<file path="config.mk">
export PLATFORM = sky130hd
export DESIGN_NAME = fso_front_flat
export DESIGN_NICKNAME = d
export VERILOG_FILES = /design/src/design/fso_pkg.sv /design/src/design/fso_bar_if.sv /design/src/design/fso_front.sv /design/src/flat_wrapper.sv
export SDC_FILE = /design/constraint.sdc
export NUM_CORES = 2
export LEC_CHECK = 0
export BUFFER_PORTS_ARGS = -buffer_cell sky130_fd_sc_hd__buf_4
export CAP_MARGIN = 5
export CORE_UTILIZATION = 40
export DETAILED_ROUTE_END_ITERATION = 7
export PLACE_DENSITY_LB_ADDON = 0.08
export SYNTH_ARGS = -nofsm -noshare
export SYNTH_HDL_FRONTEND = slang
export SYNTH_SLANG_ARGS = --single-unit
</file>
<file path="constraint.sdc">
create_clock -name clk -period 12.25 [get_ports clk]
set_input_delay 1.8375 -clock clk [delete_from_list [all_inputs] [get_ports clk]]
set_output_delay 1.8375 -clock clk [all_outputs]
set_load 0.01 [all_outputs]
</file>
<file path="src/design/fso_pkg.sv">
// Shared constants, width helpers and status structs for the stochastic oscillator core.
package fso_pkg;

  // Default sizes
  localparam int PRICE_WIDTH_DEF  = 32;
  localparam int MAX_LOOKBACK_DEF = 64;
  localparam int MAX_SMOOTH_DEF   = 16;

  // Percent scale: hundredths of a percent
  localparam int PCT_W     = 14;
  localparam int PCT_SCALE = 10000;

  // Configuration port
  localparam int CFG_IDX_W  = 2;
  localparam int CFG_DATA_W = 7;
  localparam int LB_CFG_W   = 7;
  localparam int SM_CFG_W   = 5;

  localparam logic [CFG_IDX_W-1:0] CFG_LOOKBACK = 2'd0;
  localparam logic [CFG_IDX_W-1:0] CFG_KSMOOTH  = 2'd1;
  localparam logic [CFG_IDX_W-1:0] CFG_DSMOOTH  = 2'd2;

  localparam logic [LB_CFG_W-1:0] LB_RESET = 7'd14;
  localparam logic [SM_CFG_W-1:0] SM_RESET = 5'd3;

  // Depth of the front-to-back queue
  localparam int QUEUE_DEPTH = 2;

  // Width of a length that can hold 1..m
  function automatic int len_w(int m);
    return $clog2(m + 1);
  endfunction

  // Width of a running sum of up to m percent values
  function automatic int sum_w(int m);
    return $clog2(m * PCT_SCALE + 1);
  endfunction

  // Queue entry: restart, window valid, close, highest high, lowest low
  function automatic int ent_w(int pw);
    return 3 * pw + 2;
  endfunction

  typedef struct packed {
    logic full;
    logic empty;
  } fso_q_st_t;

  typedef struct packed {
    logic             done;
    logic [PCT_W-1:0] quot;
  } fso_div_st_t;

  typedef struct packed {
    logic done;
    logic full;
  } fso_ring_st_t;

endpackage

</file>
<file path="src/design/fso_bar_if.sv">
// Price bar channel: valid/ready handshake with high, low, close and restart.
interface fso_bar_if import fso_pkg::*; #(
  parameter int PRICE_WIDTH = PRICE_WIDTH_DEF
) ();
  logic                   valid;
  logic                   ready;
  logic [PRICE_WIDTH-1:0] bar_high;
  logic [PRICE_WIDTH-1:0] bar_low;
  logic [PRICE_WIDTH-1:0] bar_close;
  logic                   restart;

  modport source (output valid, output bar_high, output bar_low, output bar_close,
                  output restart, input ready);
  modport sink   (input valid, input bar_high, input bar_low, input bar_close,
                  input restart, output ready);
endinterface

</file>
<file path="src/design/fso_front.sv">
// Front end: takes bars, keeps the high/low window memories and scans for the extremes.
module fso_front import fso_pkg::*; #(
  parameter int PRICE_WIDTH  = PRICE_WIDTH_DEF,
  parameter int MAX_LOOKBACK = MAX_LOOKBACK_DEF
) (
  input  logic                               clk,
  input  logic                               rst_n,
  input  logic                               hist_clr,
  input  logic [len_w(MAX_LOOKBACK)-1:0]     lb_len,
  fso_bar_if.sink                            in_bar,
  input  fso_q_st_t                          q_st,
  output logic                               q_push,
  output logic [ent_w(PRICE_WIDTH)-1:0]      q_data
);
  localparam int PW   = PRICE_WIDTH;
  localparam int LB_W = len_w(MAX_LOOKBACK);
  localparam int AW   = $clog2(MAX_LOOKBACK);

  typedef enum logic [1:0] {F_IDLE, F_SCAN, F_PUSH} f_state_t;

  f_state_t        state_r;
  logic [AW-1:0]   head_r;
  logic [LB_W-1:0] seen_r;
  logic [AW-1:0]   rd_addr_r;
  logic [LB_W-1:0] issue_cnt_r;
  logic            rd_vld_r;
  logic            rd_last_r;
  logic [PW-1:0]   rd_high_r;
  logic [PW-1:0]   rd_low_r;
  logic [PW-1:0]   hh_r;
  logic [PW-1:0]   ll_r;
  logic [PW-1:0]   close_r;
  logic            rst_r;
  logic            rv_r;

  logic [PW-1:0]   high_mem [MAX_LOOKBACK];
  logic [PW-1:0]   low_mem  [MAX_LOOKBACK];

  logic            accept;
  logic [AW-1:0]   head_use;
  logic [AW-1:0]   head_inc;
  logic [LB_W-1:0] seen_base;
  logic [LB_W-1:0] seen_new;
  logic            rv_new;
  logic            issue;
  logic [AW-1:0]   rd_addr_dec;
  logic [PW-1:0]   hh_cmp;
  logic [PW-1:0]   ll_cmp;

  assign in_bar.ready = (state_r == F_IDLE);
  assign accept       = in_bar.valid && in_bar.ready;

  // Restart writes the bar as the first of a fresh window
  always_comb begin
    head_use  = in_bar.restart ? '0 : head_r;
    seen_base = in_bar.restart ? '0 : seen_r;
    head_inc  = (head_use == AW'(MAX_LOOKBACK - 1)) ? '0 : head_use + AW'(1);
    seen_new  = (seen_base == LB_W'(MAX_LOOKBACK)) ? seen_base : seen_base + LB_W'(1);
    rv_new    = (seen_new >= lb_len);
  end

  assign issue       = (state_r == F_SCAN) && (issue_cnt_r != lb_len);
  assign rd_addr_dec = (rd_addr_r == '0) ? AW'(MAX_LOOKBACK - 1) : rd_addr_r - AW'(1);
  assign hh_cmp      = (rd_high_r > hh_r) ? rd_high_r : hh_r;
  assign ll_cmp      = (rd_low_r < ll_r) ? rd_low_r : ll_r;

  // Window memories: one write on accept, one registered read per scan cycle
  always_ff @(posedge clk) begin
    if (accept) begin
      high_mem[head_use] <= in_bar.bar_high;
      low_mem[head_use]  <= in_bar.bar_low;
    end
    if (issue) begin
      rd_high_r <= high_mem[rd_addr_r];
      rd_low_r  <= low_mem[rd_addr_r];
    end
  end

  // Sequencer: accept, scan newest to oldest, hand over
  always_ff @(posedge clk) begin
    if (!rst_n) begin
      state_r  <= F_IDLE;
      head_r   <= '0;
      seen_r   <= '0;
      rd_vld_r <= 1'b0;
    end else begin
      if (hist_clr) begin
        head_r <= '0;
        seen_r <= '0;
      end
      case (state_r)
        F_IDLE: begin
          if (accept) begin
            head_r      <= head_inc;
            seen_r      <= seen_new;
            close_r     <= in_bar.bar_close;
            rst_r       <= in_bar.restart;
            rv_r        <= rv_new;
            rd_addr_r   <= head_use;
            issue_cnt_r <= '0;
            hh_r        <= '0;
            ll_r        <= '1;
            rd_vld_r    <= 1'b0;
            state_r     <= rv_new ? F_SCAN : F_PUSH;
          end
        end
        F_SCAN: begin
          rd_vld_r  <= issue;
          rd_last_r <= (issue_cnt_r == lb_len - LB_W'(1));
          if (issue) begin
            rd_addr_r   <= rd_addr_dec;
            issue_cnt_r <= issue_cnt_r + LB_W'(1);
          end
          if (rd_vld_r) begin
            hh_r <= hh_cmp;
            ll_r <= ll_cmp;
            if (rd_last_r) begin
              state_r <= F_PUSH;
            end
          end
        end
        F_PUSH: begin
          if (!q_st.full) begin
            state_r <= F_IDLE;
          end
        end
        default: begin
          state_r <= F_IDLE;
        end
      endcase
    end
  end

  assign q_push = (state_r == F_PUSH) && !q_st.full;
  assign q_data = {rst_r, rv_r, close_r, hh_r, ll_r};

endmodule

</file>
<file path="src/flat_wrapper.sv">
// flat-port wrapper written by rule: the top's interface ports become plain ports
module fso_front_flat import fso_pkg::*;
#(
  parameter int PRICE_WIDTH  = PRICE_WIDTH_DEF,
  parameter int MAX_LOOKBACK = MAX_LOOKBACK_DEF
)
  (clk, rst_n, hist_clr, lb_len, q_st, q_push, q_data, in_bar_valid, in_bar_bar_high, in_bar_bar_low, in_bar_bar_close, in_bar_restart, in_bar_ready);
  fso_bar_if #(.PRICE_WIDTH(PRICE_WIDTH)) in_bar_i ();
  input  logic clk;
  input  logic rst_n;
  input  logic hist_clr;
  input  logic [len_w(MAX_LOOKBACK)-1:0] lb_len;
  input  fso_q_st_t q_st;
  output logic q_push;
  output logic [ent_w(PRICE_WIDTH)-1:0] q_data;
  input wire logic [$bits(in_bar_i.valid)-1:0] in_bar_valid;
  input wire logic [$bits(in_bar_i.bar_high)-1:0] in_bar_bar_high;
  input wire logic [$bits(in_bar_i.bar_low)-1:0] in_bar_bar_low;
  input wire logic [$bits(in_bar_i.bar_close)-1:0] in_bar_bar_close;
  input wire logic [$bits(in_bar_i.restart)-1:0] in_bar_restart;
  output wire logic [$bits(in_bar_i.ready)-1:0] in_bar_ready;
  assign in_bar_i.valid = in_bar_valid;
  assign in_bar_i.bar_high = in_bar_bar_high;
  assign in_bar_i.bar_low = in_bar_bar_low;
  assign in_bar_i.bar_close = in_bar_bar_close;
  assign in_bar_i.restart = in_bar_restart;
  assign in_bar_ready = in_bar_i.ready;
  fso_front #(.PRICE_WIDTH(PRICE_WIDTH), .MAX_LOOKBACK(MAX_LOOKBACK)) u_core (.clk(clk), .rst_n(rst_n), .hist_clr(hist_clr), .lb_len(lb_len), .in_bar(in_bar_i), .q_st(q_st), .q_push(q_push), .q_data(q_data));
endmodule
</file>
==> impl_results.md <==
* Status: completed
* Final total power at 31.2 mW
* Reg clk slew, reported paths at 0.06 ns
* Vias per cell at between 6 and 7
* Global-route wire length before repair at around 730,000 um
* Worst slew pin tran at 1.35 ns
* Via count at 83,800
* Max-slew violations at 0
* CP Class: reg2reg
* Required @ worst endpoint at 12.90 ns
* Layout cell share with drive strength beyond 1 at 0.262
* Placer Congestion at between 0.7 and 0.8
* Mean Syn Cell Area at 21.8 um^2
* H-tree Lvls at 5
* Gr usage total at 0.257
* Mapped Cells at 7,569
* # rows at 235
* Post-synthesis mux area share at 0.154
* Worst EP arrival at between 6 and 7 ns
* Post-Synth XOR/XNOR Area at 0.00138
* CTS resizes at 0
* Register area at 129,000 um^2
* CTS Sinks at 4,288
* Core Area at slightly above 400,000 um^2
* Final setup margin at 6.28 ns
* Routed WL per cell at between 30 and 40 um
* Synth unique cells at 65
* Pre-CTS setup slack at between 6 and 7 ns
* Leakage at approximately 60 nW
* CTS tree: done
* Final hold vios at 0
* Pin count of the biggest net entering global routing at 100
* Main combinational cell family by area after synthesis: multiplexers
* Ys async rst share at 0
* Initial antenna violation count at 62
* Pwr per Cell Area at 165 nW/um^2
* Fmax at 167 MHz
* Compound-Gate Fraction of Synth Area at 0.0239
* CP startpoint kind: flip-flop
* Post-synth EDFFs at 4,272
* Residual DRC at 0
* Seq/Total Area, Yosys at 0.778
* Post-synthesis simple-gate area fraction at 0.0219
* Worst hold path class: reg2reg
* Final cycle utilization of the critical path at 0.488
* Filler Cells Inserted at 34,500
* Setup bufs post-CTS at 0
* Clk_skew at around 0.047 ns
* Worst VDD drop at 0.123 mV
* Antenna-violating nets left at 0
* R2R Setup Slk at approximately 6.3 ns
* Syn-to-layout area delta at 14.6%
* Top-Level Pins at 210
* RSZ-0062 raised after global routing: false
* Initial Util at 0.403
* Final Setup Violations at 0
* Most used DFF post-synth: edfxtp_1
* Hold buffers post-CTS at 0
* Max-cap viol count at 0
* Longest Clk Path Bufs at 4
* Final HPWL DP at 296,000 um
* Synth warnings at 0
* Synth Cell Area at 165,000 um^2
* Peak fanout along the critical path at a little under 80
* Critical path endpoint category: flip-flop
* Post-Place Cells at 13,100
* Post-route insts no fill at 14,000
* TritonRoute pass-1 iters at 6
* Die height at 645 um
* Mapped Nets at between 7,000 and 8,000
* Final wirelength at 542,000 um
* Vias in the first global route at 83,200
* Grt ovf at 0
* Synth Register Bits at 4,288
* Total CTS buffers at 461
* # nets final at slightly above 8,000
* DIE WIDTH at 645 um
* Root Buffer Master: clkbuf_16
* Fin crit period at 5.97 ns
* Later-pin clock latency in the skew report at roughly 1 ns
* Die area at 416,000 um^2
* Adder-cell area share of the yosys netlist at 0.00583
* Max transition margin at 0.0908
* Multi-input gate area at 34,900 um^2
* TNS Setup at 0 ns
* Iter 0 DRT Violations at 10,900
* Buffers on Ports at 208
## state kept, by name (all words and copies together) (netlist names), 7 cells and up
signal / flops
u_core.close_r: 32
u_core.low_mem: 2048
u_core.high_mem: 2048
u_core.rd_low_r: 32
u_core.issue_cnt_r: 7
u_core.rd_high_r: 32
u_core.seen_r: 7
u_core.hh_r: 32
u_core.ll_r: 32
## metrics by stage
| stage | instance area [um^2] | hold WS, ns | util |
|---|---|---|---|
| global route | 189000 | 0.565 | 0.461 |
| CTS | 189000 | 0.533 | 0.461 |
| detailed placement | 175000 | 0.511 | 0.425 |
| finish | 189000 | 0.532 | 0.461 |
| global placement | 174000 | 0.509 | 0.425 |
| floorplan | 165000 | 0.469 | - |
## synth_stat cells (16+ instances only)
master,n,area (um^2)
buf_2,97,485
clkbuf_1,149,559
buf_4,69,518
nor2b_1,19,119
o21ai_0,56,280
nor2_1,201,754
and2_1,49,307
edfxtp_1,4272,128000
mux2i_1,327,3270
a31oi_1,34,213
a211oi_1,44,330
and3_1,25,156
mux4_2,980,22100
buf_6,35,394
a22oi_1,40,300
o221ai_1,25,219
nand2b_1,44,275
buf_1,55,206
nor3_1,53,265
a21o_1,21,158
nand3_1,58,290
nand2_1,287,1080
inv_1,90,338
o22ai_1,120,751
dfxtp_1,16,320
a21oi_1,103,515
ha_1,77,963
## power breakdown
part           internal (mW)  switching [mW]  leakage, nW
registers               16.2          0.0132         38.5
logic                  0.397           0.801         14.6
clock network           7.93            5.88         7.27
total                   24.5            6.69         60.4
## critical path, cell delays in order, from the launching register on
cell	delay, ns
edfxtp_1	0.39
buf_12	0.52
buf_4	0.66
buf_4	0.70
or2_4	0.24
buf_4	0.81
buf_4	0.66
o221ai_1	0.25
o21ai_0	0.78
a21oi_1	0.36
## placed cells by master, fill, tap and decap left out, types with 16 or more instances in the layout
cell type / synthesis / routed
clkbuf_1: 149 / 83
clkinv_2: 0 / 103
a22oi_1: 40 / 40
a211oi_1: 44 / 41
nor3_1: 53 / 51
clkinv_1: 0 / 115
o22ai_1: 120 / 120
inv_1: 90 / 89
ha_1: 77 / 77
mux2i_1: 327 / 327
bufinv_16: 0 / 47
nor2_4: 0 / 63
clkbuf_16: 0 / 464
a21oi_1: 103 / 102
mux4_2: 980 / 980
diode_2: 0 / 17
buf_4: 69 / 445
nand2b_1: 44 / 41
o221ai_1: 25 / 25
nor2_1: 201 / 134
a31oi_1: 34 / 34
nand3_1: 58 / 58
dfxtp_1: 16 / 16
buf_12: 0 / 25
a21o_1: 21 / 21
and3_1: 25 / 25
nand2_1: 287 / 283
and2_1: 49 / 48
edfxtp_1: 4272 / 4272
o21ai_0: 56 / 55
## layer usage
layer | part of all wire | GRT usage | wire (um)
met5 | 0.00015 | 0 | 81
met4 | 0.021 | 0.0525 | 11400
met3 | 0.077 | 0.0465 | 41700
met2 | 0.48 | 0.416 | 258000
met1 | 0.43 | 0.368 | 230000
## area by class of cell
cell class,instances,area share
diodes,17,0.000225
clock buffers,548,0.0630
repair buffers,472,0.0206
flip-flops and latches,4288,0.679
clock inverters,302,0.0153
well taps,5451,0.0360
multi-input cells,2784,0.184
inverters,92,0.00193
## worst paths after layout
kind                  startpoint                  end  cells after the start
min reg2reg     u_core.seen_r[0]     u_core.seen_r[0]                      2
min             u_core.seen_r[0]     u_core.seen_r[0]                      2
max          u_core.rd_addr_r[2]  u_core.rd_low_r[31]                      9
max reg2reg  u_core.rd_addr_r[2]  u_core.rd_low_r[31]                      9
## cell families after synthesis
logic type / count (synthesis)
xor+xnor: 26
flops: 4288
buf+inv: 497
compound gates: 577
simple gates: 791
fa+ha+maj: 77
mux: 1313
Note: power is estimated with default switching activity, not from simulation.
