===== src/design/fso_pkg.sv =====
// Shared constants, width helpers and status structs for the stochastic oscillator core.
package fso_pkg;

  // Default sizes
  localparam int PRICE_WIDTH_DEF  = 32;
  localparam int MAX_LOOKBACK_DEF = 64;
  localparam int MAX_SMOOTH_DEF   = 16;

  // Percent scale: hundredths of a percent
  localparam int PCT_W     = 14;
  localparam int PCT_SCALE = 10000;

  // Configuration port
  localparam int CFG_IDX_W  = 2;
  localparam int CFG_DATA_W = 7;
  localparam int LB_CFG_W   = 7;
  localparam int SM_CFG_W   = 5;

  localparam logic [CFG_IDX_W-1:0] CFG_LOOKBACK = 2'd0;
  localparam logic [CFG_IDX_W-1:0] CFG_KSMOOTH  = 2'd1;
  localparam logic [CFG_IDX_W-1:0] CFG_DSMOOTH  = 2'd2;

  localparam logic [LB_CFG_W-1:0] LB_RESET = 7'd14;
  localparam logic [SM_CFG_W-1:0] SM_RESET = 5'd3;

  // Depth of the front-to-back queue
  localparam int QUEUE_DEPTH = 2;

  // Width of a length that can hold 1..m
  function automatic int len_w(int m);
    return $clog2(m + 1);
  endfunction

  // Width of a running sum of up to m percent values
  function automatic int sum_w(int m);
    return $clog2(m * PCT_SCALE + 1);
  endfunction

  // Queue entry: restart, window valid, close, highest high, lowest low
  function automatic int ent_w(int pw);
    return 3 * pw + 2;
  endfunction

  typedef struct packed {
    logic full;
    logic empty;
  } fso_q_st_t;

  typedef struct packed {
    logic             done;
    logic [PCT_W-1:0] quot;
  } fso_div_st_t;

  typedef struct packed {
    logic done;
    logic full;
  } fso_ring_st_t;

endpackage


===== src/design/fso_queue.sv =====
// Short FIFO between the front end and the back end.
module fso_queue import fso_pkg::*; #(
  parameter int WIDTH = 8
) (
  input  logic             clk,
  input  logic             rst_n,
  input  logic             push,
  input  logic [WIDTH-1:0] wdata,
  input  logic             pop,
  output logic [WIDTH-1:0] rdata,
  output fso_q_st_t        st
);
  localparam int QAW = (QUEUE_DEPTH > 1) ? $clog2(QUEUE_DEPTH) : 1;
  localparam int QCW = $clog2(QUEUE_DEPTH + 1);

  logic [WIDTH-1:0] slot [QUEUE_DEPTH];
  logic [QAW-1:0]   wr_ptr_r;
  logic [QAW-1:0]   rd_ptr_r;
  logic [QCW-1:0]   cnt_r;

  function automatic logic [QAW-1:0] ptr_inc(logic [QAW-1:0] p);
    return (p == QAW'(QUEUE_DEPTH - 1)) ? '0 : p + QAW'(1);
  endfunction

  always_ff @(posedge clk) begin
    if (push) begin
      slot[wr_ptr_r] <= wdata;
    end
  end

  // Pointers and fill level
  always_ff @(posedge clk) begin
    if (!rst_n) begin
      wr_ptr_r <= '0;
      rd_ptr_r <= '0;
      cnt_r    <= '0;
    end else begin
      if (push) begin
        wr_ptr_r <= ptr_inc(wr_ptr_r);
      end
      if (pop) begin
        rd_ptr_r <= ptr_inc(rd_ptr_r);
      end
      if (push && !pop) begin
        cnt_r <= cnt_r + QCW'(1);
      end else if (pop && !push) begin
        cnt_r <= cnt_r - QCW'(1);
      end
    end
  end

  assign rdata    = slot[rd_ptr_r];
  assign st.full  = (cnt_r == QCW'(QUEUE_DEPTH));
  assign st.empty = (cnt_r == '0);

endmodule


===== config.mk =====
export PLATFORM = sky130hd
export DESIGN_NAME = fso_queue
export DESIGN_NICKNAME = d
export VERILOG_FILES = /design/src/design/fso_pkg.sv /design/src/design/fso_queue.sv
export SDC_FILE = /design/constraint.sdc
export NUM_CORES = 1
export LEC_CHECK = 0
export ABC_AREA = 1
export BUFFER_PORTS_ARGS = -buffer_cell sky130_fd_sc_hd__buf_2
export CORE_UTILIZATION = 44
export CTS_CLUSTER_SIZE = 28
export DETAILED_ROUTE_END_ITERATION = 6
export HOLD_SLACK_MARGIN = 0.12
export PLACE_DENSITY = 0.72
export SLEW_MARGIN = 20
export SYNTH_ARGS = -nofsm -noshare
export SYNTH_HDL_FRONTEND = slang
export SYNTH_SLANG_ARGS = --single-unit

===== constraint.sdc =====
create_clock -name clk -period 1.1 [get_ports clk]
set_input_delay 0.055 -clock clk [delete_from_list [all_inputs] [get_ports clk]]
set_output_delay 0.055 -clock clk [all_outputs]
set_load 0.005 [all_outputs]

==> results of run 1 <==
-- worst min-delay path, cell delays in order --
cell,delay (ps)
buf_2,120
ha_1,130
inv_1,60
a21oi_1,140
-- cell usage after synthesis --
library cell  instances  area (um2)
dfxtp_1               5         100
nand4_1               1        6.26
buf_2                 1        5.00
nor2_1                7        26.3
inv_2                 1        3.75
mux2_2                8        90.1
edfxtp_1             16         480
o21ai_0               1        5.00
xnor2_1               1        8.76
a21oi_1               1        5.00
nand2_1               4        15.0
ha_1                  1        12.5
nand2_2               1        6.26
inv_1                 8        30.0
nand3_1               1        5.00
nor3_1                1        5.00
-- final timing paths --
| check | cells past startpoint | slack (ps) | from | end |
|---|---|---|---|---|
| max reg2reg | 2 | 50 | wr_ptr_r | slot[1][2] |
| max | 3 | -160 | flop | rdata[4] |
| min reg2reg | 2 | 540 | rd_ptr_r | rd_ptr_r |
| min | 4 | 230 | push | cnt_r[0] |
-- per-layer routing --
layer / vias to the layer above / GRT usage / wire length, um / share of wire
met1: 260 / 0.152 / 546 / 0.40
met5: - / 0 / 0 / 0
met2: 16 / 0.300 / 749 / 0.54
met3: 5 / 0.0240 / 35 / 0.025
li1: 272 / - / - / -
met4: 0 / 0.127 / 44 / 0.032
-- sequential cells by signal (all words and copies together) (netlist names), named ones only --
register / cells
cnt_r: 2
slot: 16
rd_ptr_r: 1
wr_ptr_r: 1
-- cells by family after synthesis --
logic type | share of synthesized area
flops | 0.722
simple gates | 0.0793
buf+inv | 0.0482
mux | 0.112
compound gates | 0.0124
xor+xnor | 0.0109
fa+ha+maj | 0.0155
-- final cells by class --
cell class,instances,area [um2],area share
timing repair buffer,35,289,0.245
sequential,21,582,0.494
inverter,9,33.8,0.0287
tap,25,31.3,0.0266
multi-input combinational,27,215,0.183
clock buffer,4,26.3,0.0223
-- power groups by stage --
stage | clock network, mW | logic (mW) | registers (mW)
after floorplan | 0 | 0.114 | 0.940
after global placement | 0 | 0.197 | 0.943
after detailed placement | 0 | 0.204 | 0.946
after CTS | 0.365 | 0.293 | 0.931
after global routing | 0.401 | 0.324 | 0.935
final | 0.351 | 0.297 | 0.931
-- through the flow --
step                      TNS, ps  power, mW  std cells  utilization
after floorplan                 0       1.05         58            -
after global placement          0       1.14        106        0.555
after detailed placement        0       1.15        106        0.555
after CTS                   -1330       1.59        121        0.678
after global routing        -1660       1.66        121        0.682
final                       -1250       1.58        121        0.682
-- timing repair --
item                                    in CTS  in global routing
hold buffers                                11                  0
pin swaps                                    0                  0
gates resized for setup                     17                  1
setup buffers                                0                  0
endpoints found under the hold margin       21                  0
endpoints found under the setup margin       8                  8
gates cloned                                 0                  0
==> impl_results.md, run 1 <==
* Status: finished with violations
* Violated checks: negative setup slack
* Cell leakage power at slightly above 0.5 nW
* Vias in the first global route at 520
* Core area at between 1500 and 2000 um2
* Setup CP Type: flop to primary output
* Commonest non-fill, non-tap cell in the layout: edfxtp_1
* Clk pwr share at 0.222
* Most frequent cells in the layout: edfxtp_1, buf_2, dlygate4sd3_1, mux2_4, inv_1
* Sw Ratio at 0.220
* Max clock buf depth at 2
* Std-Cell Rows at 15
* Cell area after synthesis at 805 um2
* Synth warnings at 0
* Placer Congestion at 0.656
* Routed Antenna Nets at 0
* Tot GR Track Use at 0.160
* Period utilisation layout at 1.14
* CTS tree: yes
* Cell breakdown of the critical path: buf_8 > mux2_4 > buf_6
* Gate Count Post-Synth at 58
* DR vias at approximately 550
* I/O pin total at 22
* Largest net degree at the start of global routing at 12
* Share of layout cells above drive strength 1 at 0.396
* VDD IR max at roughly 900 uV
* IO buf count at 21
* Internal power at 1.23 mW
* Drt total wl at 1380 um
* Tmin final at about 1300 ps
* DRC errors left at 0
* Register area share after synthesis at 0.722
* CP Data Arrival Time at 1200 ps
* Slew headroom at 0.770
* Syn_nets at 71
* Psw at 0.348 mW
* Register bit count reported by yosys at 21
* Worst path slowest cell: dfxtp_2
* CP Launch Type: flop
* Layout Nets at 110
* Power per standard cell area at 1340 nW/um2
* H-tree depth at 1
* TritonCTS buffer count at 3
* DP HPWL at approximately 900 um
* Dpl ws at 112 ps
* DRT iter0 DRCs at 14
* Hold slack final at 234 ps
* Initial antenna violation count at 0
* Crit path max fanout at 8
* Req. time, crit path at 1040 ps
* Crit path setup slack, layout at -159 ps
* F_max at 794 MHz
* Worst skew pair latency at 300 ps
* Fill cells at about 140
* Critical path buffer and inverter count at 2
* Design area at approximately 1200 um2
* RSZ-0062 raised after global routing: true
* WL/cell at 11.4 um
* Finish-stage setup viols at 8
* Syn-to-layout area delta at 46.3%
* Clock root buffer master: clkbuf_4
* CTS clk-pin slew, worst paths at 100 ps
* Worst Skew at roughly 3.9 ps
* Overflow after GRT at 0
* Crit end category: primary output
* Sequential share of power at 0.589
* Final Hold Vio Count at 0
* Pre-antenna DRT Iters at 2
* CTS sink cnt at 21
* Logic gate share of total power at 0.188
* Die X at roughly 45 um
* Initial core utilization at 0.466
* CP peak stage delay at 340 ps
* Fin. max-slew vios at 0
* Via density at 4.57
* Hold crit path type: input pin to flop
* Yosys cell types at 16
* Syn_area_per_cell at 13.9 um2
* Max-cap violations at 0
* Crit path max-delay family: flip-flops
* First-pass GRT wire length at 2100 um
* DIE AREA at 2000 um2
* Worst-margin pin slew at between 300 and 400 ps
* Die Y-Extent at about 45 um
* Dpl cell area at 958 um2
* ANT cells at 0
(Power assumes the default switching activity.)
==> run 2: changes to the inputs <==
Settings changed: GPL_ROUTABILITY_DRIVEN from default to 0, HOLD_SLACK_MARGIN 0.12 to 0.15, SKIP_CTS_REPAIR_TIMING from default to 1.
==> run 2 against run 1 <==
Against the previous run:
- the run still ends with negative setup slack left
- global-route usage is 2.4 points lower
- fmax rose by 0.36%
- worst setup slack improved by 4.6 ps
- clock skew shrank 1.5 ps
- sequential share of layout area is 0.26 points lower
- count of clock-buffer cells in the layout stayed put
- sequential power about the same
- register-to-register slack about the same
- via count is 0.72% higher
- non-clock buffer count did not move
- power about the same
- critical endpoint unchanged
- highest routed layer unchanged
==> impl_results.md, run 2 (synthesis gave the netlist of run 1 again) <==
* H-tree depth at 1 (unchanged)
* Dpl ws at 112 ps (unchanged)
* Status: finished with violations
* DRT iter0 DRCs at 13 (-1)
* DP HPWL at 923 um (unchanged)
* Max clock buf depth at 2 (unchanged)
* CP Launch Type: flop
* DRC errors left at 0 (unchanged)
* Routed Antenna Nets at 0 (unchanged)
* Fin. max-slew vios at 0 (unchanged)
* Initial antenna violation count at 0 (unchanged)
* Top reg by flops: slot
* ANT cells at 0 (unchanged)
* DR vias at 557 (+0.72%)
* Design area at 1180 um2 (+0.53%)
* Worst-margin pin slew at 338 ps (-7.62 ps)
* Dpl cell area at 958 um2 (unchanged)
* Setup CP Type: flop to primary output
* Sw Ratio at 0.218 (-0.00248)
* Worst Skew at 2.36 ps (-1.53 ps)
* Via density at 4.60 (+0.72%)
* Drt total wl at 1400 um (+1.6%)
* Clock root buffer master: clkbuf_4
* Tmin final at 1250 ps (-4.55 ps)
* Hold crit path type: input pin to flop
* Std-Cell Rows at 15 (unchanged)
* Req. time, crit path at 1040 ps (about the same)
* Largest register FFs at 16 (unchanged)
* DIE AREA at 2000 um2 (unchanged)
* Die Y-Extent at 44.8 um (unchanged)
* Core area at 1730 um2 (unchanged)
* Most frequent cells in the layout: edfxtp_1, buf_2, dlygate4sd3_1
* TritonCTS buffer count at 3 (unchanged)
* WL/cell at 11.5 um (+1.6%)
* Placed Cells at 106 (unchanged)
* Slew headroom at 0.775 (+0.00509)
* VDD IR max at 902 uV (+0.39%)
* Vias in the first global route at 453 (-13%)
* Biggest regs: slot: 16 flops, cnt_r: 2 flops
* Largest net degree at the start of global routing at 12 (unchanged)
* IO buf count at 21 (unchanged)
* Final Util at 0.686 (+0.00362)
* Period utilisation layout at 1.14 (-0.00414)
* I/O pin total at 22 (unchanged)
* Initial core utilization at 0.466 (unchanged)
* CTS sink cnt at 21 (unchanged)
* Crit path max fanout at 8 (unchanged)
* Syn-to-layout area delta at 47.1%
* Reg-to-reg slack, setup at 50 ps (about the same)
* CTS tree: yes
* Max-cap violations at 0 (unchanged)
* First-pass GRT wire length at 1790 um (-15%)
* Share of layout cells above drive strength 1 at 0.396 (unchanged)
* Fin cells at 121 (unchanged)
* Clk pwr share at 0.219 (-0.003)
* Violated checks: negative setup slack
* Layout Nets at 110 (unchanged)
* Fill cells at 140 (+2.2%)
* Internal power at 1.24 mW (+0.34%)
* CP Data Arrival Time at 1200 ps (about the same)
* Commonest non-fill, non-tap cell in the layout: edfxtp_1
* Cell leakage power at 0.518 nW (+0.41%)
* Die X at 44.8 um (unchanged)
* Psw at 0.344 mW (-1.1%)
* Setup TNS at -1210 ps (+38.9 ps)
* Crit path setup slack, layout at -154 ps (+4.55 ps)
* Hold slack final at 232 ps (-2.54 ps)
* Finish-stage setup viols at 8 (unchanged)
* Sequential share of power at 0.589 (about the same)
* Total Power at 1.58 mW (about the same)
* CTS clk-pin slew, worst paths at 100 ps (about the same)
* Worst skew pair latency at 290 ps (about the same)
* Tot GR Track Use at 0.136 (-0.0240)
* RSZ-0062 raised after global routing: true
* Crit end category: primary output
* Overflow after GRT at 0 (unchanged)
* Power per standard cell area at 1340 nW/um2 (-0.51%)
* Final Hold Vio Count at 0 (unchanged)
* Logic gate share of total power at 0.191 (+0.003)
* Pre-antenna DRT Iters at 4 (+2)
* F_max at 797 MHz (+0.36%)
run 2: cell counts in the layout (fill, tap and decap cells not counted):
Identical to the previous run, type by type.
run 2: path summary, 6_finish.rpt:
check | startpoint | endpoint | cells past startpoint
min | push | cnt_r[0] | 4
max | flop | rdata[4] | 3
min reg2reg | rd_ptr_r | rd_ptr_r | 2
max reg2reg | wr_ptr_r | slot[1][2] | 2
run 2: layout make-up:
| cell class | count | area [um2] | area share |
|---|---|---|---|
| clock buffer | 4 | 26.3 | 0.0222 |
| inverter | 9 | 33.8 | 0.0285 |
| multi-input combinational | 27 | 215 | 0.182 |
| sequential | 21 | 582 | 0.492 |
| tap | 25 | 31.3 | 0.0264 |
| timing repair buffer | 35 | 295 | 0.249 |
run 2: routing by layer:
layer / part of all wire / routed length [um] / vias up / track usage
met5: 0 / 0 / - / 0
met4: 0.043 / 60 / 0 / 0.109
met3: 0.031 / 44 / 7 / 0.0280
met2: 0.53 / 747 / 18 / 0.247
met1: 0.39 / 544 / 258 / 0.131
li1: - / - / 274 / -
run 2: power by group through the flow:
stage                     Sequential, mW  Clock (mW)  Combinational (mW)
final                              0.932       0.347               0.302
after global routing               0.935       0.398               0.329
after CTS                          0.928       0.365               0.205
after detailed placement           0.946           0               0.204
after global placement             0.943           0               0.197
after floorplan                    0.940           0               0.114
run 2: critical path, stage by stage, from the launching register on:
cell and delay, ps:
dfxtp_2 340, buf_8 140, mux2_4 310, buf_6 120
==> run 3: changes to the inputs <==
Settings changed: ABC_AREA 1 to default.
==> run 3 against run 2 <==
Against the previous run:
- the run still ends with negative setup slack left
- non-clock buffer count up 2
- combinational power up 6%
- register-to-register slack better by 40 ps
- fmax down 0.79%
- power up 1.5%
- critical endpoint unchanged
- highest routed layer unchanged
==> impl_results.md, run 3 <==
* Crit path max fanout at 5 (-3)
* Tot GR Track Use at 0.140 (+0.00439)
* RSZ-0062 raised after global routing: true
* DR vias at 502 (-9.9%)
* Psw at 0.346 mW (+0.42%)
* Fin. max-slew vios at 0 (unchanged)
* Die X at 44.5 um (-0.59%)
* H-tree depth at 1 (unchanged)
* Status: finished with violations
* Compound-Gate Fraction of Synth Area at 0.0252 (+0.0128)
* CTS sink cnt at 21 (unchanged)
* Cell area after synthesis at 795 um2 (-1.2%)
* Clk pwr share at 0.219 (about the same)
* Initial antenna violation count at 0 (unchanged)
* Vias in the first global route at 488 (+7.7%)
* Largest net degree at the start of global routing at 13 (+1)
* Syn-to-layout area delta at 51.7%
* Final Hold Vio Count at 0 (unchanged)
* Gate Count Post-Synth at 47 (-19%)
* Fill cells at 110 (-21%)
* Crit path setup slack, layout at -164 ps (-10.0 ps)
* Layout Nets at 101 (-8.2%)
* Largest family of logic cells by synthesized area: multiplexers
* Via density at 4.52 (-1.8%)
* Sequential share of power at 0.583 (-0.006)
* Tmin final at 1260 ps (+10.0 ps)
* Crit end category: primary output
* Finish-stage setup viols at 8 (unchanged)
* IO buf count at 21 (unchanged)
* Cell breakdown of the critical path: buf_6 > mux2_4 > buf_6
* Synth top area share at 0.605 (+0.00752)
* CP dominant cell by count: buf_6
* Syn_nets at 60 (-15%)
* Post-synthesis adder-cell area fraction at 0.0157 (+0.000196)
* Setup CP Type: flop to primary output
* Overflow after GRT at 0 (unchanged)
* Largest register FFs at 16 (unchanged)
* Core area at 1590 um2 (-7.7%)
* Clock root buffer master: clkbuf_4
* Register area share after synthesis at 0.731 (+0.00909)
* CP Launch Type: flop
* WL/cell at 11.8 um (+2.5%)
* Post-synthesis mux area share at 0.113 (+0.00141)
* DP HPWL at 824 um (-11%)
* ANT cells at 0 (unchanged)
* Routed Antenna Nets at 0 (unchanged)
* Register bit count reported by yosys at 21 (unchanged)
* Seq. cell area at 583 um2 (+0.22%)
* Violated checks: negative setup slack
* Req. time, crit path at 1040 ps (about the same)
* XOR/XNOR Fraction of Synth Area at 0.0331 (+0.0222)
* VDD IR max at 1170 uV (+29%)
* Worst path slowest cell: dfxtp_2
* Pre-antenna DRT Iters at 2 (-2)
* Biggest regs: slot: 16 flops, cnt_r: 2 flops
* WHS Path Cells at 4 (unchanged)
* Final Util at 0.756 (+0.0704)
* Synth warnings at 0 (unchanged)
* Syn_area_per_cell at 16.9 um2 (+22%)
* Top cells by area, synth: edfxtp_1, dfxtp_1, mux2_2, and2_1, xor2_1
* DRC errors left at 0 (unchanged)
* Hold crit path type: input pin to flop
* Max-cap violations at 0 (unchanged)
* Std-Cell Rows at 14 (-1)
* CTS clk-pin slew, worst paths at 100 ps (about the same)
* Internal power at 1.26 mW (+1.8%)
* Drt total wl at 1310 um (-5.9%)
* Worst-margin pin slew at 149 ps (-189 ps)
* Top reg by flops: slot
* Top FF cell, synth: edfxtp_1
* Path depth of the worst reg2reg path at 3 (+1)
* DIE AREA at 1980 um2 (-1.2%)
* Synth cell count leaders: edfxtp_1, mux2_2, dfxtp_1
* Slew headroom at 0.900 (+0.126)
* TritonCTS buffer count at 3 (unchanged)
* Worst Skew at 0.813 ps (-1.54 ps)
* Logic gate share of total power at 0.199 (+0.008)
* Max clock buf depth at 2 (unchanged)
* CP peak stage delay at 360 ps (+20 ps)
* CP Data Arrival Time at 1210 ps (about the same)
* Yosys top cell by area: edfxtp_1
* Most numerous cell in the Yosys netlist: edfxtp_1
* Worst skew pair latency at 300 ps (about the same)
* Simple-Gate Fraction of Synth Area at 0.0709 (-0.00845)
* Most frequent cells in the layout: edfxtp_1, buf_2, dlygate4sd3_1, buf_6, mux2_4
* Yosys cell types at 16 (unchanged)
* Cell leakage power at 0.505 nW (-2.6%)
* First-pass GRT wire length at 1890 um (+5.4%)
* CTS tree: yes
* DRT iter0 DRCs at 9 (-4)
* Initial core utilization at 0.498 (+0.0325)
* Commonest non-fill, non-tap cell in the layout: edfxtp_1
* Synth async-reset ratio at 0 (unchanged)
* Share of layout cells above drive strength 1 at 0.483 (+0.0869)
* Period utilisation layout at 1.15 (+0.00909)
* I/O pin total at 22 (unchanged)
* Die Y-Extent at 44.5 um (-0.59%)
* Sw Ratio at 0.215 (-0.00226)
* F_max at 791 MHz (-0.79%)
* Post-synth EDFFs at 16 (unchanged)
* Footprint of the multi-input gates at 238 um2 (+10%)
* Power per standard cell area at 1330 nW/um2 (-0.32%)
* Hold slack final at 216 ps (-15.8 ps)
[run 3: cell count changes after synthesis, moves of 2 or more]
cell,delta
nand2_1,-4
xor2_1,+2
and2_1,+4
nor2_1,-6
nor2b_1,+2
inv_1,-7
[run 3: path summary, 6_finish.rpt]
path / startpoint / end / slack, ps
min: push / cnt_r[1] / 220
max reg2reg: cnt_r[0] / cnt_r[1] / 90
min reg2reg: cnt_r[1] / cnt_r[1] / 510
max: flop / rdata[4] / -160
[run 3: final cells by class]
type,count,share of cell area
inverters,1,0.00312
well taps,24,0.0249
multi-input cells,24,0.197
repair buffers,37,0.268
flip-flops and latches,21,0.484
clock inverters,1,0.00415
clock buffers,3,0.0187
[run 3: layer usage]
layer | routed length [um] | GRT usage | vias up
met5 | 0 | 0 | -
met4 | 18 | 0.0727 | 0
met3 | 62 | 0.0653 | 4
met2 | 719 | 0.274 | 16
met1 | 514 | 0.110 | 231
li1 | - | - | 251
[run 3: cell families after synthesis]
family	Yosys count
DFF	21
xor gates and xnor gates	3
adders and majority gates	1
and+or+nand+nor	9
muxes	8
buffers and inverters	2
AOI/OAI and AO/OA	3
[run 3: power groups by stage]
stage          combinational, mW  sequential [mW]  clock (mW)
3_3_place_gp               0.217            0.946           0
6_report                   0.319            0.934       0.351
5_1_grt                    0.349            0.942       0.394
4_1_cts                    0.223            0.931       0.373
2_1_floorplan              0.118            0.942           0
3_5_place_dp               0.221            0.949           0
[run 3: through the flow]
step	setup TNS, ps	power [mW]	cell area (um2)	instances	setup slack [ps]
finish	-1210	1.60	1200	111	-164
global route	-1610	1.68	1200	111	-216
CTS	-1740	1.53	1000	100	-234
detailed placement	0	1.17	977	96	40.3
global placement	0	1.16	977	96	69.8
floorplan	0	1.06	797	47	134
[run 3: worst max-delay path: cells and delay by family (launching register included)]
kind	cells	cell delay (ps)
mux	1	310
buf+inv	2	250
flops	1	360
