$ cat src/design/fso_pkg.sv
// Shared constants, width helpers and status structs for the stochastic oscillator core.
package fso_pkg;

  // Default sizes
  localparam int PRICE_WIDTH_DEF  = 32;
  localparam int MAX_LOOKBACK_DEF = 64;
  localparam int MAX_SMOOTH_DEF   = 16;

  // Percent scale: hundredths of a percent
  localparam int PCT_W     = 14;
  localparam int PCT_SCALE = 10000;

  // Configuration port
  localparam int CFG_IDX_W  = 2;
  localparam int CFG_DATA_W = 7;
  localparam int LB_CFG_W   = 7;
  localparam int SM_CFG_W   = 5;

  localparam logic [CFG_IDX_W-1:0] CFG_LOOKBACK = 2'd0;
  localparam logic [CFG_IDX_W-1:0] CFG_KSMOOTH  = 2'd1;
  localparam logic [CFG_IDX_W-1:0] CFG_DSMOOTH  = 2'd2;

  localparam logic [LB_CFG_W-1:0] LB_RESET = 7'd14;
  localparam logic [SM_CFG_W-1:0] SM_RESET = 5'd3;

  // Depth of the front-to-back queue
  localparam int QUEUE_DEPTH = 2;

  // Width of a length that can hold 1..m
  function automatic int len_w(int m);
    return $clog2(m + 1);
  endfunction

  // Width of a running sum of up to m percent values
  function automatic int sum_w(int m);
    return $clog2(m * PCT_SCALE + 1);
  endfunction

  // Queue entry: restart, window valid, close, highest high, lowest low
  function automatic int ent_w(int pw);
    return 3 * pw + 2;
  endfunction

  typedef struct packed {
    logic full;
    logic empty;
  } fso_q_st_t;

  typedef struct packed {
    logic             done;
    logic [PCT_W-1:0] quot;
  } fso_div_st_t;

  typedef struct packed {
    logic done;
    logic full;
  } fso_ring_st_t;

endpackage

$ cat src/design/fso_res_if.sv
// Result channel: valid/ready handshake with %K, smoothed %K, %D and flags.
interface fso_res_if import fso_pkg::*; ();
  logic             valid;
  logic             ready;
  logic [PCT_W-1:0] raw_k;
  logic             raw_k_valid;
  logic [PCT_W-1:0] smooth_k;
  logic             smooth_k_valid;
  logic [PCT_W-1:0] smooth_d;
  logic             smooth_d_valid;
  logic             flat_range;

  modport source (output valid, output raw_k, output raw_k_valid, output smooth_k,
                  output smooth_k_valid, output smooth_d, output smooth_d_valid,
                  output flat_range, input ready);
  modport sink   (input valid, input raw_k, input raw_k_valid, input smooth_k,
                  input smooth_k_valid, input smooth_d, input smooth_d_valid,
                  input flat_range, output ready);
endinterface

$ cat src/design/fso_div.sv
// Shared restoring divider: 14 quotient bits, one bit per cycle.
module fso_div import fso_pkg::*; #(
  parameter int DVS_W = PRICE_WIDTH_DEF
) (
  input  logic                     clk,
  input  logic                     rst_n,
  input  logic                     start,
  input  logic [DVS_W+PCT_W-1:0]   dividend,
  input  logic [DVS_W-1:0]         divisor,
  output fso_div_st_t              st
);
  // Caller guarantees dividend < divisor * 2^PCT_W
  localparam int DVD_W = DVS_W + PCT_W;
  localparam int CNT_W = $clog2(PCT_W + 1);

  logic [DVS_W-1:0] rem_r;
  logic [PCT_W-1:0] lo_r;
  logic [DVS_W-1:0] dvs_r;
  logic [CNT_W-1:0] cnt_r;
  logic             done_r;

  logic [DVS_W:0]   trial;
  logic [DVS_W:0]   diff;
  logic             ge;

  always_comb begin
    trial = {rem_r, lo_r[PCT_W-1]};
    diff  = trial - {1'b0, dvs_r};
    ge    = (trial >= {1'b0, dvs_r});
  end

  always_ff @(posedge clk) begin
    if (!rst_n) begin
      cnt_r  <= '0;
      done_r <= 1'b0;
    end else begin
      done_r <= 1'b0;
      if (start) begin
        rem_r <= dividend[DVD_W-1:PCT_W];
        lo_r  <= dividend[PCT_W-1:0];
        dvs_r <= divisor;
        cnt_r <= CNT_W'(PCT_W);
      end else if (cnt_r != '0) begin
        rem_r <= ge ? diff[DVS_W-1:0] : trial[DVS_W-1:0];
        lo_r  <= {lo_r[PCT_W-2:0], ge};
        cnt_r <= cnt_r - CNT_W'(1);
        if (cnt_r == CNT_W'(1)) begin
          done_r <= 1'b1;
        end
      end
    end
  end

  assign st.done = done_r;
  assign st.quot = lo_r;

endmodule

$ cat src/design/fso_ring.sv
// Moving-average ring: stores recent values and keeps a running window sum.
module fso_ring import fso_pkg::*; #(
  parameter int MAX_SMOOTH = MAX_SMOOTH_DEF
) (
  input  logic                          clk,
  input  logic                          rst_n,
  input  logic                          clr,
  input  logic                          start,
  input  logic [PCT_W-1:0]              val,
  input  logic [len_w(MAX_SMOOTH)-1:0]  len,
  output fso_ring_st_t                  st,
  output logic [sum_w(MAX_SMOOTH)-1:0]  sum
);
  localparam int SLW = len_w(MAX_SMOOTH);
  localparam int SW  = sum_w(MAX_SMOOTH);
  localparam int SIW = (MAX_SMOOTH > 1) ? $clog2(MAX_SMOOTH) : 1;

  logic [PCT_W-1:0] mem [MAX_SMOOTH];
  logic [SIW-1:0]   head_r;
  logic [SLW-1:0]   count_r;
  logic [SW-1:0]    sum_r;
  logic             busy_r;
  logic [PCT_W-1:0] val_r;
  logic [PCT_W-1:0] old_r;
  logic             drop_r;
  logic             done_r;
  logic             full_r;

  logic [SIW:0]     base;
  logic [SIW-1:0]   rd_idx;
  logic [SIW-1:0]   head_inc;
  logic [SLW-1:0]   count_inc;
  logic [SW:0]      acc;

  // Oldest entry of the window leaves when the window is already full
  always_comb begin
    base      = {1'b0, head_r} + (SIW+1)'(MAX_SMOOTH) - (SIW+1)'(len);
    rd_idx    = (base >= (SIW+1)'(MAX_SMOOTH)) ? SIW'(base - (SIW+1)'(MAX_SMOOTH))
                                              : base[SIW-1:0];
    head_inc  = (head_r == SIW'(MAX_SMOOTH - 1)) ? '0 : head_r + SIW'(1);
    count_inc = (count_r == SLW'(MAX_SMOOTH)) ? count_r : count_r + SLW'(1);
    acc       = {1'b0, sum_r} + (SW+1)'(val_r) - (drop_r ? (SW+1)'(old_r) : '0);
  end

  // Store: read the leaving entry on start, write the new one in the cycle after
  always_ff @(posedge clk) begin
    if (start) begin
      old_r <= mem[rd_idx];
    end
    if (busy_r) begin
      mem[head_r] <= val_r;
    end
  end

  always_ff @(posedge clk) begin
    if (!rst_n) begin
      head_r  <= '0;
      count_r <= '0;
      sum_r   <= '0;
      busy_r  <= 1'b0;
      done_r  <= 1'b0;
      full_r  <= 1'b0;
    end else begin
      done_r <= 1'b0;
      if (clr) begin
        head_r  <= '0;
        count_r <= '0;
        sum_r   <= '0;
        busy_r  <= 1'b0;
      end else if (start) begin
        val_r  <= val;
        drop_r <= (count_r >= len);
        busy_r <= 1'b1;
      end else if (busy_r) begin
        busy_r  <= 1'b0;
        sum_r   <= acc[SW-1:0];
        head_r  <= head_inc;
        count_r <= count_inc;
        done_r  <= 1'b1;
        full_r  <= (count_inc >= len);
      end
    end
  end

  assign st.done = done_r;
  assign st.full = full_r;
  assign sum     = sum_r;

endmodule

$ cat src/design/fso_back.sv
// Back end: raw %K ratio, two moving averages on a shared divider, result register.
module fso_back import fso_pkg::*; #(
  parameter int PRICE_WIDTH = PRICE_WIDTH_DEF,
  parameter int MAX_SMOOTH  = MAX_SMOOTH_DEF
) (
  input  logic                              clk,
  input  logic                              rst_n,
  input  logic                              hist_clr,
  input  logic [len_w(MAX_SMOOTH)-1:0]      k_len,
  input  logic [len_w(MAX_SMOOTH)-1:0]      d_len,
  input  logic [ent_w(PRICE_WIDTH)-1:0]     q_data,
  input  fso_q_st_t                         q_st,
  output logic                              q_pop,
  fso_res_if.source                         out_res
);
  localparam int PW    = PRICE_WIDTH;
  localparam int EW    = ent_w(PRICE_WIDTH);
  localparam int SLW   = len_w(MAX_SMOOTH);
  localparam int SW    = sum_w(MAX_SMOOTH);
  localparam int DVD_W = PW + PCT_W;

  typedef enum logic [3:0] {
    B_IDLE, B_CLASS, B_MUL, B_RDIV, B_KSTART, B_KWAIT, B_KDIV,
    B_DSTART, B_DWAIT, B_DDIV, B_EMIT
  } b_state_t;

  b_state_t         state_r;
  logic             rv_r;
  logic [PW-1:0]    close_r;
  logic [PW-1:0]    hh_r;
  logic [PW-1:0]    ll_r;
  logic [PW-1:0]    num_r;
  logic [PW-1:0]    den_r;
  logic [PCT_W-1:0] raw_r;
  logic [PCT_W-1:0] sk_r;
  logic [PCT_W-1:0] sd_r;
  logic             kv_r;
  logic             dv_r;
  logic             flat_r;

  logic             ov_r;
  logic [PCT_W-1:0] raw_k_r;
  logic             raw_k_valid_r;
  logic [PCT_W-1:0] smooth_k_r;
  logic             smooth_k_valid_r;
  logic [PCT_W-1:0] smooth_d_r;
  logic             smooth_d_valid_r;
  logic             flat_range_r;

  logic             ring_clr;
  logic             rk_start;
  logic             rd_start;
  fso_ring_st_t     rk_st;
  fso_ring_st_t     rd_st;
  logic [SW-1:0]    sum_k;
  logic [SW-1:0]    sum_d;

  logic             div_start;
  logic [DVD_W-1:0] div_dvd;
  logic [PW-1:0]    div_dvs;
  fso_div_st_t      div_st;

  // Restart of a bar clears the averages as it leaves the queue
  assign q_pop    = (state_r == B_IDLE) && !q_st.empty;
  assign ring_clr = hist_clr || (q_pop && q_data[EW-1]);
  assign rk_start = (state_r == B_KSTART);
  assign rd_start = (state_r == B_DSTART);

  // Divider operand select: price ratio or one of the two averages
  always_comb begin
    div_start = 1'b0;
    div_dvd   = '0;
    div_dvs   = '0;
    case (state_r)
      B_MUL: begin
        div_start = 1'b1;
        div_dvd   = DVD_W'(num_r) * DVD_W'(PCT_SCALE);
        div_dvs   = den_r;
      end
      B_KWAIT: begin
        div_start = rk_st.done && rk_st.full;
        div_dvd   = {{(DVD_W-SW){1'b0}}, sum_k};
        div_dvs   = {{(PW-SLW){1'b0}}, k_len};
      end
      B_DWAIT: begin
        div_start = rd_st.done && rd_st.full;
        div_dvd   = {{(DVD_W-SW){1'b0}}, sum_d};
        div_dvs   = {{(PW-SLW){1'b0}}, d_len};
      end
      default: begin
        div_start = 1'b0;
      end
    endcase
  end

  fso_div #(
    .DVS_W (PW)
  ) u_div (
    .clk      (clk),
    .rst_n    (rst_n),
    .start    (div_start),
    .dividend (div_dvd),
    .divisor  (div_dvs),
    .st       (div_st)
  );

  fso_ring #(
    .MAX_SMOOTH (MAX_SMOOTH)
  ) u_ring_k (
    .clk   (clk),
    .rst_n (rst_n),
    .clr   (ring_clr),
    .start (rk_start),
    .val   (raw_r),
    .len   (k_len),
    .st    (rk_st),
    .sum   (sum_k)
  );

  fso_ring #(
    .MAX_SMOOTH (MAX_SMOOTH)
  ) u_ring_d (
    .clk   (clk),
    .rst_n (rst_n),
    .clr   (ring_clr),
    .start (rd_start),
    .val   (sk_r),
    .len   (d_len),
    .st    (rd_st),
    .sum   (sum_d)
  );

  // Sequencer and result register
  always_ff @(posedge clk) begin
    if (!rst_n) begin
      state_r <= B_IDLE;
      ov_r    <= 1'b0;
    end else begin
      if (ov_r && out_res.ready) begin
        ov_r <= 1'b0;
      end
      case (state_r)
        B_IDLE: begin
          if (!q_st.empty) begin
            rv_r    <= q_data[EW-2];
            close_r <= q_data[3*PW-1:2*PW];
            hh_r    <= q_data[2*PW-1:PW];
            ll_r    <= q_data[PW-1:0];
            raw_r   <= '0;
            sk_r    <= '0;
            sd_r    <= '0;
            kv_r    <= 1'b0;
            dv_r    <= 1'b0;
            flat_r  <= 1'b0;
            state_r <= B_CLASS;
          end
        end
        B_CLASS: begin
          if (!rv_r) begin
            state_r <= B_EMIT;
          end else if (hh_r <= ll_r) begin
            // flat or inverted window
            flat_r  <= 1'b1;
            state_r <= B_KSTART;
          end else if (close_r <= ll_r) begin
            state_r <= B_KSTART;
          end else if (close_r >= hh_r) begin
            raw_r   <= PCT_W'(PCT_SCALE);
            state_r <= B_KSTART;
          end else begin
            num_r   <= close_r - ll_r;
            den_r   <= hh_r - ll_r;
            state_r <= B_MUL;
          end
        end
        B_MUL: begin
          state_r <= B_RDIV;
        end
        B_RDIV: begin
          if (div_st.done) begin
            raw_r   <= div_st.quot;
            state_r <= B_KSTART;
          end
        end
        B_KSTART: begin
          state_r <= B_KWAIT;
        end
        B_KWAIT: begin
          if (rk_st.done) begin
            if (rk_st.full) begin
              kv_r    <= 1'b1;
              state_r <= B_KDIV;
            end else begin
              state_r <= B_EMIT;
            end
          end
        end
        B_KDIV: begin
          if (div_st.done) begin
            sk_r    <= div_st.quot;
            state_r <= B_DSTART;
          end
        end
        B_DSTART: begin
          state_r <= B_DWAIT;
        end
        B_DWAIT: begin
          if (rd_st.done) begin
            if (rd_st.full) begin
              dv_r    <= 1'b1;
              state_r <= B_DDIV;
            end else begin
              state_r <= B_EMIT;
            end
          end
        end
        B_DDIV: begin
          if (div_st.done) begin
            sd_r    <= div_st.quot;
            state_r <= B_EMIT;
          end
        end
        B_EMIT: begin
          if (!ov_r || out_res.ready) begin
            ov_r             <= 1'b1;
            raw_k_r          <= raw_r;
            raw_k_valid_r    <= rv_r;
            smooth_k_r       <= sk_r;
            smooth_k_valid_r <= kv_r;
            smooth_d_r       <= sd_r;
            smooth_d_valid_r <= dv_r;
            flat_range_r     <= flat_r;
            state_r          <= B_IDLE;
          end
        end
        default: begin
          state_r <= B_IDLE;
        end
      endcase
    end
  end

  assign out_res.valid          = ov_r;
  assign out_res.raw_k          = raw_k_r;
  assign out_res.raw_k_valid    = raw_k_valid_r;
  assign out_res.smooth_k       = smooth_k_r;
  assign out_res.smooth_k_valid = smooth_k_valid_r;
  assign out_res.smooth_d       = smooth_d_r;
  assign out_res.smooth_d_valid = smooth_d_valid_r;
  assign out_res.flat_range     = flat_range_r;

endmodule
$ cat src/flat_wrapper.sv
// flat-port wrapper written by rule: the top's interface ports become plain ports
module fso_back_flat import fso_pkg::*;
#(
  parameter int PRICE_WIDTH = PRICE_WIDTH_DEF,
  parameter int MAX_SMOOTH  = MAX_SMOOTH_DEF
)
  (clk, rst_n, hist_clr, k_len, d_len, q_data, q_st, q_pop, out_res_valid, out_res_raw_k, out_res_raw_k_valid, out_res_smooth_k, out_res_smooth_k_valid, out_res_smooth_d, out_res_smooth_d_valid, out_res_flat_range, out_res_ready);
  fso_res_if out_res_i ();
  input  logic clk;
  input  logic rst_n;
  input  logic hist_clr;
  input  logic [len_w(MAX_SMOOTH)-1:0] k_len;
  input  logic [len_w(MAX_SMOOTH)-1:0] d_len;
  input  logic [ent_w(PRICE_WIDTH)-1:0] q_data;
  input  fso_q_st_t q_st;
  output logic q_pop;
  output wire logic [$bits(out_res_i.valid)-1:0] out_res_valid;
  output wire logic [$bits(out_res_i.raw_k)-1:0] out_res_raw_k;
  output wire logic [$bits(out_res_i.raw_k_valid)-1:0] out_res_raw_k_valid;
  output wire logic [$bits(out_res_i.smooth_k)-1:0] out_res_smooth_k;
  output wire logic [$bits(out_res_i.smooth_k_valid)-1:0] out_res_smooth_k_valid;
  output wire logic [$bits(out_res_i.smooth_d)-1:0] out_res_smooth_d;
  output wire logic [$bits(out_res_i.smooth_d_valid)-1:0] out_res_smooth_d_valid;
  output wire logic [$bits(out_res_i.flat_range)-1:0] out_res_flat_range;
  input wire logic [$bits(out_res_i.ready)-1:0] out_res_ready;
  assign out_res_valid = out_res_i.valid;
  assign out_res_raw_k = out_res_i.raw_k;
  assign out_res_raw_k_valid = out_res_i.raw_k_valid;
  assign out_res_smooth_k = out_res_i.smooth_k;
  assign out_res_smooth_k_valid = out_res_i.smooth_k_valid;
  assign out_res_smooth_d = out_res_i.smooth_d;
  assign out_res_smooth_d_valid = out_res_i.smooth_d_valid;
  assign out_res_flat_range = out_res_i.flat_range;
  assign out_res_i.ready = out_res_ready;
  fso_back #(.PRICE_WIDTH(PRICE_WIDTH), .MAX_SMOOTH(MAX_SMOOTH)) u_core (.clk(clk), .rst_n(rst_n), .hist_clr(hist_clr), .k_len(k_len), .d_len(d_len), .q_data(q_data), .q_st(q_st), .q_pop(q_pop), .out_res(out_res_i));
endmodule
$ cat config.mk
export PLATFORM = sky130hd
export DESIGN_NAME = fso_back_flat
export DESIGN_NICKNAME = d
export VERILOG_FILES = /design/src/design/fso_pkg.sv /design/src/design/fso_res_if.sv /design/src/design/fso_div.sv /design/src/design/fso_ring.sv /design/src/design/fso_back.sv /design/src/flat_wrapper.sv
export SDC_FILE = /design/constraint.sdc
export NUM_CORES = 2
export LEC_CHECK = 0
export ABC_CLOCK_PERIOD_IN_PS = 26800
export BUFFER_PORTS_ARGS = -buffer_cell sky130_fd_sc_hd__clkbuf_2
export CAP_MARGIN = 20
export CORE_MARGIN = 8
export CORE_UTILIZATION = 60
export DETAILED_ROUTE_END_ITERATION = 16
export GPL_TIMING_DRIVEN = 0
export PLACE_DENSITY = 0.87
export SYNTH_ARGS = -nofsm -noshare
export SYNTH_HDL_FRONTEND = slang
export SYNTH_HIERARCHICAL = 1
export SYNTH_SLANG_ARGS = --single-unit
$ cat constraint.sdc
create_clock -name clk -period 26.8 [get_ports clk]
set_input_delay 4.02 -clock clk [delete_from_list [all_inputs] [get_ports clk]]
set_output_delay 4.02 -clock clk [all_outputs]
set_load 0.05 [all_outputs]
==> metrics.yaml <==
drt-initial-drc-count: 3344
timing.fmax_ghz: 0.1103
mappedNetlistNets: 4370
cts-root-buf: "sky130_fd_sc_hd__clkbuf_16"
timing.final.crit_share: 0.3382
p_int_mw: 2.884
grt.overflow.total: 0
cts_h_tree_lvls: 3
average_wire_length_per_cell_after_detail_routing_um: 23.81
final.setup.worst_slack_ns: 17.74
tritoncts: "built"
finalHoldViolCount: 0
synth-async-reset-ratio: 0
grt_pass1_wl_um: 188700
pin_count: 162
timing.final.max_slew_violations: 0
final.hold.worst_slack_ns: 0.4179
report.final.setup_viol: 0
syn-instance-count: 3820
insertedDiodeCount: 0
final_layout_size_suffix_gt1_frac: 0.1361
leakage_nw: 21.60
timing.max_slew.rel_slack: 0.1524
cts_setup_buffers: 0
power.share.sequential: 0.422
end_kind: "primary output"
num-fill-cells: 5465
synthesis_to_layout_area_growth_pct: 11.97
ys_ff_latch: 906
synth_enable_flop_cells: 836
crit_start_category: "input pin"
cts_max_path_buffers: 3
die_height_um: 300.8
fin_skew_ns: 0.04910
groute.usage.overall: 0.2704
cts.repair.resized: 0
setup.worst_path.class: "input pin to primary output"
dpl_hpwl_um: 89360
clock_period_minus_worst_slack_ns: 9.065
cts_inserted_buffers: 89
synth.yosys.seq_area_share: 0.5446
power.switching_fraction: 0.3139
tritoncts_num_sinks: 906
die_width_um: 300.8
totalWireLength_um: 125200
die_area_um2: 90480
clk_pin_slew_worst_paths_ns: 0.06
mappedNetlistArea_um2: 48670
drv_cap: 0
postSynth.topFlopCell: "sky130_fd_sc_hd__edfxtp_1"
tightest_slew_ns: 1.258
hold_path.class: "register to register"
combinationalPowerShare: 0.266
portbufs: 160
fin_setup_tns_ns: 0
syn_area_per_cell_um2: 12.74
grt_antenna_before_repair: 1
crit_arrival_ns: 5.04
start_util: 0.6052
detailroute.via_count: 32460
routabilityCongestion: 0.9542
drc: 0
outcome: "finished clean"
synth_warnings: 6
first_pass_iteration_count_of_the_detailed_router: 6
max_rail_drop_vdd_mv: 0.06174
first_global_vias: 32870
multi_input_area_um2: 19810
insertion_delay_ns: 0.66
grt_start_max_net_pins: 40
post_cts_hold_buffer_count: 0
final_net_count: 4675
synth.distinct_cells: 93
worstPathRequired_ns: 22.78
ff_latch_area_um2: 26510
routed_via_density: 6.175
setup_slack_at_placement_ns: 17.79
switching_power_mw: 1.319
power_density_nw_per_um2: 77.12
design.core.area_um2: 80420
drt.antenna.violating_nets: 0
grt_setup_unrepaired: "no"
rows: 104
path_max_fanout: 4
clockPowerShare: 0.311
==> cells by family after synthesis <==
| group | count (synthesis) | synth area share |
|---|---|---|
| and+or+nand+nor | 768 | 0.08008 |
| xor gates and xnor gates | 148 | 0.02679 |
| AOI/OAI and AO/OA | 769 | 0.1051 |
| buffers and inverters | 628 | 0.05031 |
| DFF | 906 | 0.5446 |
| adders and majority gates | 436 | 0.1300 |
| muxes | 165 | 0.06309 |
==> synthesized netlist by cell type, types with 15 or more instances <==
cell,count,share of area
sky130_fd_sc_hd__o21a_1,21,0.0032
sky130_fd_sc_hd__a31oi_1,43,0.0055
sky130_fd_sc_hd__nand3_1,48,0.0049
sky130_fd_sc_hd__nor2_1,176,0.014
sky130_fd_sc_hd__edfxtp_1,836,0.52
sky130_fd_sc_hd__o21ai_0,116,0.012
sky130_fd_sc_hd__nand2_1,176,0.014
sky130_fd_sc_hd__inv_1,508,0.039
sky130_fd_sc_hd__nor4_1,15,0.0019
sky130_fd_sc_hd__xor2_1,57,0.010
sky130_fd_sc_hd__buf_2,25,0.0026
sky130_fd_sc_hd__xnor2_1,90,0.016
sky130_fd_sc_hd__clkbuf_1,71,0.0055
sky130_fd_sc_hd__nand2b_1,37,0.0048
sky130_fd_sc_hd__a21o_1,95,0.015
sky130_fd_sc_hd__or3_1,22,0.0028
sky130_fd_sc_hd__o31ai_1,18,0.0028
sky130_fd_sc_hd__nor3_1,36,0.0037
sky130_fd_sc_hd__and2_1,111,0.014
sky130_fd_sc_hd__ha_1,320,0.082
sky130_fd_sc_hd__a2bb2oi_1,20,0.0036
sky130_fd_sc_hd__a211oi_1,53,0.0082
sky130_fd_sc_hd__and3_1,18,0.0023
sky130_fd_sc_hd__nor2b_1,58,0.0075
sky130_fd_sc_hd__fa_1,116,0.048
sky130_fd_sc_hd__dfxtp_1,70,0.029
sky130_fd_sc_hd__a21oi_1,240,0.025
sky130_fd_sc_hd__nand4_1,27,0.0035
sky130_fd_sc_hd__o21bai_1,15,0.0023
sky130_fd_sc_hd__mux4_2,112,0.052
sky130_fd_sc_hd__mux2i_1,39,0.0080
==> metal layers <==
layer  track usage  share of wire  vias to the layer above
li1              -              -                    14540
met1        0.3366           0.38                    15790
met2        0.4676           0.49                     1802
met3       0.05188          0.093                      333
met4        0.1022          0.039                        0
met5             0              0                        -
==> power by group through the flow <==
stage / clock network (mW) / logic (mW) / registers [mW]
floorplan: 0 / 0.800 / 1.78
global placement: 0 / 1.04 / 1.81
detailed placement: 0 / 1.08 / 1.80
CTS: 1.32 / 1.10 / 1.77
global route: 1.37 / 1.22 / 1.78
finish: 1.31 / 1.12 / 1.78
==> final cells by class <==
class	instances	area share
clock buffer	105	0.04254
sequential	906	0.4864
buffer	120	0.009942
multi-input combinational	2286	0.3634
inverter	508	0.03499
tap	1060	0.02434
clock inverter	57	0.01368
timing repair buffer	214	0.02468
==> worst max-delay path: stages <==
cell and delay, ns:
sky130_fd_sc_hd__clkbuf_2 0.13, sky130_fd_sc_hd__nor3_1 0.50, sky130_fd_sc_hd__clkbuf_2 0.38
==> cell usage in the layout (no fill, tap or decap), types with 53 or more instances in the layout <==
cell / count
sky130_fd_sc_hd__dfxtp_1: 70
sky130_fd_sc_hd__nand2_1: 176
sky130_fd_sc_hd__inv_1: 508
sky130_fd_sc_hd__o21ai_0: 116
sky130_fd_sc_hd__ha_1: 320
sky130_fd_sc_hd__edfxtp_1: 836
sky130_fd_sc_hd__a21oi_1: 239
sky130_fd_sc_hd__clkbuf_2: 160
sky130_fd_sc_hd__xnor2_1: 90
sky130_fd_sc_hd__xor2_1: 57
sky130_fd_sc_hd__a211oi_1: 53
sky130_fd_sc_hd__mux4_2: 112
sky130_fd_sc_hd__nor2_1: 173
sky130_fd_sc_hd__clkbuf_16: 90
sky130_fd_sc_hd__a21o_1: 95
sky130_fd_sc_hd__and2_1: 111
sky130_fd_sc_hd__nor2b_1: 58
sky130_fd_sc_hd__clkbuf_1: 85
sky130_fd_sc_hd__fa_1: 116
==> worst paths after layout <==
check                                      from                          to  slack [ns]  depth (start not counted)
worst max-delay path                    q_st[0]                       q_pop       17.74                          3
worst min-delay path             u_core/sd_r[4]  u_core/out_res.smooth_d[4]        0.42                          0
worst max register to register  u_core/num_r[4]      u_core/u_div/rem_r[29]       20.53                         24
worst min register to register   u_core/sd_r[4]  u_core/out_res.smooth_d[4]        0.42                          0
==> stage by stage <==
step	total power, mW	utilization	instance area [um^2]	instances
2_1_floorplan	2.576	-	48670	3820
3_3_place_gp	2.851	0.6317	50800	5040
3_5_place_dp	2.882	0.6393	51410	5092
4_1_cts	4.191	0.6774	54480	5254
5_1_grt	4.365	0.6777	54490	5256
6_report	4.203	0.6777	54490	5256
==> registers in the layout (all words and copies together), names as in the netlist, 18 cells and up <==
name and flops:
u_core/den_r 32, u_core/close_r 32, u_core/num_r 32, u_core/u_ring_k/mem 224
u_core/ll_r 32, u_core/hh_r 32, u_core/u_ring_k/sum 18, u_core/u_div/dvs_r 32
u_core/u_div/rem_r 32, u_core/u_ring_d/mem 224, u_core/u_ring_d/sum 18
Note: power is estimated with default switching activity, not from simulation.
